File: config.mk
export PLATFORM = sky130hd
export DESIGN_NAME = host_power_supervisor_core_flat
export DESIGN_NICKNAME = d
export VERILOG_FILES = /design/src/sv/hps_pkg.sv /design/src/sv/hps_if.sv /design/src/sv/hps_step.sv /design/src/sv/host_power_supervisor_core.sv /design/src/flat_wrapper.sv
export SDC_FILE = /design/constraint.sdc
export NUM_CORES = 1
export LEC_CHECK = 0
export BUFFER_PORTS_ARGS = -buffer_cell sky130_fd_sc_hd__buf_2
export CAP_MARGIN = 20
export CORE_UTILIZATION = 65
export CTS_CLUSTER_DIAMETER = 200
export CTS_CLUSTER_SIZE = 25
export DETAILED_ROUTE_END_ITERATION = 8
export PLACE_DENSITY = 0.85
export RECOVER_POWER = 100
export SLEW_MARGIN = 20
export SYNTH_ARGS = -nofsm -noshare
export SYNTH_HDL_FRONTEND = slang
export SYNTH_HIERARCHICAL = 1
export SYNTH_SLANG_ARGS = --single-unit
File: constraint.sdc
create_clock -name clk -period 16.65 [get_ports clk]
set_input_delay 1.665 -clock clk [delete_from_list [all_inputs] [get_ports clk]]
set_output_delay 1.665 -clock clk [all_outputs]
set_load 0.03 [all_outputs]
File: src/sv/hps_pkg.sv
// hps_pkg: shared types and constants for the host power supervisor
// no dependencies; imported by every other file of the block

package hps_pkg;

  localparam int unsigned THRESH_W = 24;
  localparam int unsigned MINUTE_W = 6;
  localparam int unsigned PHASE_W  = 3;

  localparam logic [MINUTE_W-1:0] MINUTES_PER_HOUR = MINUTE_W'(60);

  localparam logic [THRESH_W-1:0] STUCK_TICKS_RST   = THRESH_W'(120000);
  localparam logic [THRESH_W-1:0] ERROR_TICKS_RST   = THRESH_W'(300000);
  localparam logic [THRESH_W-1:0] START_TICKS_RST   = THRESH_W'(120000);
  localparam logic [MINUTE_W-1:0] SLEEP_MINUTES_RST = MINUTE_W'(2);

  typedef enum logic [PHASE_W-1:0] {
    PH_STARTING = 3'd0,
    PH_RUNNING  = 3'd1,
    PH_STOPPING = 3'd2,
    PH_STOPPED  = 3'd3,
    PH_SLEEPING = 3'd4,
    PH_ERROR    = 3'd5
  } phase_t;

  typedef enum logic [1:0] {
    REG_STUCK_TICKS   = 2'd0,
    REG_ERROR_TICKS   = 2'd1,
    REG_START_TICKS   = 2'd2,
    REG_SLEEP_MINUTES = 2'd3
  } cfg_reg_t;

  typedef struct packed {
    logic [THRESH_W-1:0] stuck_ticks;
    logic [THRESH_W-1:0] error_ticks;
    logic [THRESH_W-1:0] start_ticks;
    logic [MINUTE_W-1:0] sleep_minutes;
  } cfg_t;

  typedef struct packed {
    phase_t              phase;
    logic                power;
    logic [MINUTE_W-1:0] wake_minute;
  } ctl_state_t;

endpackage

File: src/sv/hps_if.sv
// hps_if: valid/ready channel interfaces for tick items and status items
// depends on hps_pkg for field widths

interface hps_tick_if;
  import hps_pkg::*;
  logic                valid;
  logic                ready;
  logic                host_alive;
  logic                host_loaded;
  logic                wake_alarm;
  logic [MINUTE_W-1:0] rtc_minute;

  modport source(output valid, host_alive, host_loaded, wake_alarm, rtc_minute, input ready);
  modport sink(input valid, host_alive, host_loaded, wake_alarm, rtc_minute, output ready);
endinterface

interface hps_status_if;
  import hps_pkg::*;
  logic                valid;
  logic                ready;
  logic [PHASE_W-1:0]  phase;
  logic                power_on;
  logic                power_cycle;
  logic                alarm_arm;
  logic [MINUTE_W-1:0] alarm_minute;

  modport source(output valid, phase, power_on, power_cycle, alarm_arm, alarm_minute,
                 input ready);
  modport sink(input valid, phase, power_on, power_cycle, alarm_arm, alarm_minute,
               output ready);
endinterface

File: src/sv/hps_step.sv
// hps_step: next-state logic for one tick of the supervisor phase machine
// depends on hps_pkg

module hps_step #(
  parameter int unsigned TIMER_WIDTH = 24
) (
  input  hps_pkg::ctl_state_t             cur,
  input  logic [TIMER_WIDTH-1:0]          elapsed,
  input  hps_pkg::cfg_t                   cfg,
  input  logic                            host_alive,
  input  logic                            host_loaded,
  input  logic                            wake_alarm,
  input  logic [hps_pkg::MINUTE_W-1:0]    rtc_minute,
  output hps_pkg::ctl_state_t             nxt,
  output logic [TIMER_WIDTH-1:0]          elapsed_next,
  output logic                            power_cycle
);
  import hps_pkg::*;

  localparam int unsigned CMP_W = (TIMER_WIDTH > THRESH_W) ? TIMER_WIDTH : THRESH_W;

  logic [TIMER_WIDTH-1:0] e_inc;
  logic [TIMER_WIDTH-1:0] e_chk;
  logic [CMP_W-1:0]       e_inc_x;
  logic [CMP_W-1:0]       e_chk_x;
  logic [MINUTE_W:0]      min_sum;
  logic [MINUTE_W:0]      min_red1;
  logic [MINUTE_W-1:0]    min_mod;
  phase_t                 ph_chk;
  logic                   chk_changed;
  logic                   changed;

  // saturating tick count
  assign e_inc   = (elapsed == {TIMER_WIDTH{1'b1}}) ? elapsed : elapsed + 1'b1;
  assign e_inc_x = CMP_W'(e_inc);

  // wake minute modulo 60, sum stays below 2*60+7
  assign min_sum  = {1'b0, rtc_minute} + {1'b0, cfg.sleep_minutes};
  assign min_red1 = (min_sum >= {1'b0, MINUTES_PER_HOUR}) ?
                    min_sum - {1'b0, MINUTES_PER_HOUR} : min_sum;
  assign min_mod  = (min_red1 >= {1'b0, MINUTES_PER_HOUR}) ?
                    MINUTE_W'(min_red1 - {1'b0, MINUTES_PER_HOUR}) : MINUTE_W'(min_red1);

  // stuck and error timeouts
  always_comb begin
    ph_chk      = cur.phase;
    e_chk       = e_inc;
    chk_changed = 1'b0;
    if (cur.phase != PH_SLEEPING) begin
      if (cur.phase != PH_STOPPED && e_inc_x > CMP_W'(cfg.stuck_ticks) && !host_loaded) begin
        ph_chk      = PH_STOPPING;
        e_chk       = '0;
        chk_changed = 1'b1;
      end else if (e_inc_x > CMP_W'(cfg.error_ticks)) begin
        ph_chk      = PH_ERROR;
        e_chk       = '0;
        chk_changed = 1'b1;
      end
    end
  end

  assign e_chk_x = CMP_W'(e_chk);

  // phase handler
  always_comb begin
    nxt         = cur;
    nxt.phase   = ph_chk;
    changed     = chk_changed;
    power_cycle = 1'b0;
    unique case (ph_chk)
      PH_STARTING: begin
        if (host_alive) begin
          nxt.phase = PH_RUNNING;
          changed   = 1'b1;
        end else if (e_chk_x > CMP_W'(cfg.start_ticks)) begin
          nxt.phase = PH_ERROR;
          changed   = 1'b1;
        end
      end
      PH_RUNNING: begin
        if (!host_alive) begin
          nxt.phase = PH_STOPPING;
          changed   = 1'b1;
        end
      end
      PH_STOPPING: begin
        nxt.phase = PH_STOPPED;
        changed   = 1'b1;
      end
      PH_STOPPED: begin
        nxt.power       = 1'b0;
        nxt.wake_minute = min_mod;
        nxt.phase       = PH_SLEEPING;
        changed         = 1'b1;
      end
      PH_SLEEPING: begin
        if (wake_alarm) begin
          nxt.power = 1'b1;
          nxt.phase = PH_STARTING;
          changed   = 1'b1;
        end
      end
      PH_ERROR: begin
        power_cycle = !host_alive;
        nxt.power   = 1'b1;
        nxt.phase   = PH_STARTING;
        changed     = 1'b1;
      end
      default: begin
        nxt.power = 1'b1;
        nxt.phase = PH_STARTING;
        changed   = 1'b1;
      end
    endcase
  end

  assign elapsed_next = changed ? '0 : e_chk;

endmodule

File: src/sv/host_power_supervisor_core.sv
// host_power_supervisor_core: top level, config registers, phase state and status register
// depends on hps_pkg, hps_if and hps_step
//
//   channel  | dir | handshake    | payload
//   tick     | in  | valid/ready  | host_alive, host_loaded, wake_alarm, rtc_minute
//   status   | out | valid/ready  | phase, power_on, power_cycle, alarm_arm, alarm_minute
//   cfg      | in  | cfg_we       | cfg_index, cfg_data
//
// one tick per cycle while tick.ready is high; the status item shows in the cycle after the tick is taken
// the phase state updates in the same edge that loads the status register
// tick.ready is high while the status register is empty or being drained
// synchronous reset: starting phase, power on, counter and wake minute zero

module host_power_supervisor_core #(
  parameter int unsigned TIMER_WIDTH = 24
) (
  input  logic                         clk,
  input  logic                         rst,
  hps_tick_if.sink                     tick,
  hps_status_if.source                 status,
  input  logic                         cfg_we,
  input  hps_pkg::cfg_reg_t            cfg_index,
  input  logic [hps_pkg::THRESH_W-1:0] cfg_data
);
  import hps_pkg::*;

  cfg_t                   cfg;
  ctl_state_t             state;
  ctl_state_t             state_next;
  logic [TIMER_WIDTH-1:0] elapsed;
  logic [TIMER_WIDTH-1:0] elapsed_next;
  logic                   cycle_next;
  logic                   accept;

  assign tick.ready = !status.valid || status.ready;
  assign accept     = tick.valid && tick.ready;

  always_ff @(posedge clk) begin
    if (rst) begin
      cfg.stuck_ticks   <= STUCK_TICKS_RST;
      cfg.error_ticks   <= ERROR_TICKS_RST;
      cfg.start_ticks   <= START_TICKS_RST;
      cfg.sleep_minutes <= SLEEP_MINUTES_RST;
    end else if (cfg_we) begin
      unique case (cfg_index)
        REG_STUCK_TICKS:   cfg.stuck_ticks   <= cfg_data;
        REG_ERROR_TICKS:   cfg.error_ticks   <= cfg_data;
        REG_START_TICKS:   cfg.start_ticks   <= cfg_data;
        REG_SLEEP_MINUTES: cfg.sleep_minutes <= cfg_data[MINUTE_W-1:0];
        default: ;
      endcase
    end
  end

  hps_step #(
    .TIMER_WIDTH(TIMER_WIDTH)
  ) u_step (
    .cur          (state),
    .elapsed      (elapsed),
    .cfg          (cfg),
    .host_alive   (tick.host_alive),
    .host_loaded  (tick.host_loaded),
    .wake_alarm   (tick.wake_alarm),
    .rtc_minute   (tick.rtc_minute),
    .nxt          (state_next),
    .elapsed_next (elapsed_next),
    .power_cycle  (cycle_next)
  );

  always_ff @(posedge clk) begin
    if (rst) begin
      state.phase       <= PH_STARTING;
      state.power       <= 1'b1;
      state.wake_minute <= '0;
      elapsed           <= '0;
    end else if (accept) begin
      state   <= state_next;
      elapsed <= elapsed_next;
    end
  end

  always_ff @(posedge clk) begin
    if (rst) begin
      status.valid <= 1'b0;
    end else if (accept) begin
      status.valid <= 1'b1;
    end else if (status.ready) begin
      status.valid <= 1'b0;
    end
  end

  always_ff @(posedge clk) begin
    if (accept) begin
      status.phase        <= state_next.phase;
      status.power_on     <= state_next.power;
      status.power_cycle  <= cycle_next;
      status.alarm_arm    <= (state_next.phase == PH_SLEEPING);
      status.alarm_minute <= state_next.wake_minute;
    end
  end

endmodule

File: src/flat_wrapper.sv
// flat-port wrapper written by rule: the top's interface ports become plain ports
module host_power_supervisor_core_flat import hps_pkg::*;
#(
  parameter int unsigned TIMER_WIDTH = 24
)
  (clk, rst, cfg_we, cfg_index, cfg_data, tick_valid, tick_host_alive, tick_host_loaded, tick_wake_alarm, tick_rtc_minute, tick_ready, status_valid, status_phase, status_power_on, status_power_cycle, status_alarm_arm, status_alarm_minute, status_ready);
  hps_tick_if tick_i ();
  hps_status_if status_i ();
  input  logic clk;
  input  logic rst;
  input  logic cfg_we;
  input  hps_pkg::cfg_reg_t cfg_index;
  input  logic [hps_pkg::THRESH_W-1:0] cfg_data;
  input wire logic [$bits(tick_i.valid)-1:0] tick_valid;
  input wire logic [$bits(tick_i.host_alive)-1:0] tick_host_alive;
  input wire logic [$bits(tick_i.host_loaded)-1:0] tick_host_loaded;
  input wire logic [$bits(tick_i.wake_alarm)-1:0] tick_wake_alarm;
  input wire logic [$bits(tick_i.rtc_minute)-1:0] tick_rtc_minute;
  output wire logic [$bits(tick_i.ready)-1:0] tick_ready;
  output wire logic [$bits(status_i.valid)-1:0] status_valid;
  output wire logic [$bits(status_i.phase)-1:0] status_phase;
  output wire logic [$bits(status_i.power_on)-1:0] status_power_on;
  output wire logic [$bits(status_i.power_cycle)-1:0] status_power_cycle;
  output wire logic [$bits(status_i.alarm_arm)-1:0] status_alarm_arm;
  output wire logic [$bits(status_i.alarm_minute)-1:0] status_alarm_minute;
  input wire logic [$bits(status_i.ready)-1:0] status_ready;
  assign tick_i.valid = tick_valid;
  assign tick_i.host_alive = tick_host_alive;
  assign tick_i.host_loaded = tick_host_loaded;
  assign tick_i.wake_alarm = tick_wake_alarm;
  assign tick_i.rtc_minute = tick_rtc_minute;
  assign tick_ready = tick_i.ready;
  assign status_valid = status_i.valid;
  assign status_phase = status_i.phase;
  assign status_power_on = status_i.power_on;
  assign status_power_cycle = status_i.power_cycle;
  assign status_alarm_arm = status_i.alarm_arm;
  assign status_alarm_minute = status_i.alarm_minute;
  assign status_i.ready = status_ready;
  host_power_supervisor_core #(.TIMER_WIDTH(TIMER_WIDTH)) u_core (.clk(clk), .rst(rst), .tick(tick_i), .status(status_i), .cfg_we(cfg_we), .cfg_index(cfg_index), .cfg_data(cfg_data));
endmodule
==> flow_summary.toml <==
[synthesis]
ys.flop_type = "dfxtp_1"
synthMuxAreaShare_pct = 0.9074
ys_types = 80
ys_top_cells_by_count = "nand2_1 (157), a21oi_1 (137), dfxtp_1 (113)"
synth_nets = 1141
yosysMostFrequentCell = "nand2_1"
synthAdderAreaFrac_pct = 12.49
synth_top_family_by_area = "simple AND/OR/NAND/NOR gates"
synth-simple-area-share_pct = 26.13
netlist_area_mm2 = 0.008273
synth-seq-cells = 125
yosysSeqAreaShare_pct = 31.70
synth_edf_count = 12
netlist.area_leader.share_pct = 27.34
synthTopCellsByArea = "dfxtp_1 (27%), ha_1 (12%), a21oi_1 (8.3%)"
synth_top_cell_by_area = "dfxtp_1"
synth_area_per_cell_um2 = 8.119
synth-async-reset-ratio_pct = 0
ys_warn_count = 6
synthXorXnorAreaFrac_pct = 2.647
synth_compound_area_share_pct = 19.40
synth_cells = 1019

[timing]
period_minus_slack_ns = 9.122
rsz0062_at_grt = "false"
layout_setup_ws_ns = 7.528
slew_violations = 224
hold_viol = 0
fin_tns_setup_ns = 0
tightest_slew_ns = 3.879
fin_crit_sh_pct = 54.79
finClkSkew_ns = 0.005818
slew_headroom_pct = -158.6
setup_violations = 0
clock.fmax_ghz = 0.1096

[route]
vias = 7290
drtIter0Drc = 513
vias_per_cell = 5.951
drtPass1Iterations = 5
wire_per_inst_um = 16.84
routed_wl_um = 20630
drc = 0
ant_nets = 0

[setup_path]
worstPathRequired_ns = 16.94
crit_type = "flip-flop to flip-flop"
r2r_cells = 26
cp.arrival_ns = 9.41
crit_fanout = 25
cp-start-kind = "flip-flop"
setup.worst_path.end_class = "flip-flop"

[floorplanning]
initial_core_util_pct = 67.75
dieArea_mm2 = 0.01318
die_h_um = 114.8
fp.dieW_um = 114.8
ioPinCount = 54
num_rows = 40
core_area_mm2 = 0.01221

[pwr]
peakVddDrop_uv = 83.75
p_leak_nw = 3.686
powerDensity_mw_per_mm2 = 88.19

[clocking]
cts_buffer_depth = 2
hold_buffers = 0
cts_resized = 0
numClockSinks = 125
htreeDepth = 4
clk_latency_ns = 0.42
cts_inserted_buffers = 17
post_cts_buffers = 0
cts_tree = "built"
path_clk_slew_ns = 0.06
root_buffer = "clkbuf_16"

[final_layout]
finalNetCount = 1166
finish.utilization_pct = 73.62
insertedDiodeCount = 0
drive_gt1_share_pct = 12.49
area_growth_pct = 8.666

[run]
drv_cap = 4

[worst_hold_path]
hp-class = "flip-flop to flip-flop"
min_path_cells = 2

[status]
violations = "max-capacitance violations, max-slew violations"
outcome = "complete, but fails checks"

[global_routing]
grt_pass1_vias = 6944
antenna_found_initial = 0
grt_pass1_wl_um = 33820
overflow = 0
track_usage_pct = 33.13
grt_max_degree = 90

[placed_design]
dp_hpwl_um = 14240
io_buffer_count = 53
dp_slack_ns = 9.857
gp_congestion = 0.9398
-- critical path, cell delays in order (launching register included) --
cell	delay, ns
dfxtp_1	0.42
nand3_1	0.17
or3_1	0.44
nor4_1	0.84
nor3_1	0.37
and3_1	0.31
xor2_1	0.19
ha_1	0.35
nand2_1	0.07
or3_1	0.34
nor3_1	0.37
a21oi_1	0.15
o21a_1	0.17
o21ai_0	1.60
and2_1	0.30
ha_1	0.25
a21o_1	0.18
a21oi_1	0.13
o21ai_0	0.09
a2111oi_0	0.46
a21o_1	0.25
nand2_1	0.08
and3_1	0.18
clkbuf_1	0.48
nor3b_1	0.44
nand3_1	0.11
a21oi_1	0.24
-- layer usage --
layer | global-route usage (%) | part of all wire [%] | up-vias
met1 | 38.79 | 42 | 3397
li1 | - | - | 3606
met5 | 0 | 0 | -
met3 | 6.800 | 4.9 | 58
met2 | 56.81 | 49 | 229
met4 | 18.53 | 4.4 | 0
-- through the flow --
step / cells / hold WS (ns) / total power, mW / instance area, um^2
floorplan: 1019 / 0.4363 / 0.3922 / 8273
global placement: 1192 / 0.4416 / 0.4132 / 8542
detailed placement: 1192 / 0.4463 / 0.4151 / 8542
CTS: 1224 / 0.4546 / 0.7982 / 9155
global route: 1225 / 0.4706 / 0.8195 / 8990
finish: 1225 / 0.4547 / 0.7928 / 8990
-- registers in the layout, summed over array words and instances, names as in the netlist --
register and cells:
u_core/cfg 78, u_core/status.power_on 1, u_core/state 10, u_core/status.phase 3
u_core/status.alarm_minute 6, u_core/status.alarm_arm 1, u_core/elapsed 24, u_core/status.power_cycle 1
u_core/status.valid 1
-- final cells by class --
type	instances	area, um^2
Clock inverter	15	187.7
Tap cell	168	210.2
Sequential cell	125	2623
Inverter	82	307.8
Fill cell	973	3222
Timing Repair Buffer	58	267.8
Multi-Input combinational cell	760	4969
Clock buffer	17	425.4
-- placed cells by master (no fill, tap or decap), types with 20 or more instances in the layout --
cell,count
nor3_1,41
clkbuf_1,20
buf_2,37
ha_1,81
inv_1,82
nor2_1,37
nor3b_1,22
dfxtp_1,113
and2_1,20
a21bo_2,33
nand3_1,52
a21oi_1,138
nand2_1,157
-- logic make-up (layout without fill, tap and decap cells) --
kind of cell,after synthesis,after routing
AND/OR/NAND/NOR,405,405
AO/OA/AOI/OAI,241,241
buffers and inverters,134,172
flip-flops,125,125
adder cells (fa/ha/maj),82,82
XOR/XNOR,25,25
multiplexers,7,7
-- worst paths after layout --
path                                                 startpoint                        endpoint  slack [ns]
worst max-delay path            u_core/elapsed[18]$_SDFFE_PP0P_  u_core/elapsed[4]$_SDFFE_PP0P_        7.53
worst min-delay path                u_core/cfg[72]$_SDFFE_PP0P_     u_core/cfg[72]$_SDFFE_PP0P_        0.45
worst max register to register  u_core/elapsed[18]$_SDFFE_PP0P_  u_core/elapsed[4]$_SDFFE_PP0P_        7.53
worst min register to register      u_core/cfg[72]$_SDFFE_PP0P_     u_core/cfg[72]$_SDFFE_PP0P_        0.45
-- where the power goes --
| group | switching (mW) | internal [mW] |
|---|---|---|
| Combinational | 0.0607 | 0.0302 |
| Sequential | 0.00490 | 0.313 |
| Clock | 0.146 | 0.238 |
| Total | 0.212 | 0.581 |
(Power assumes the default switching activity.)
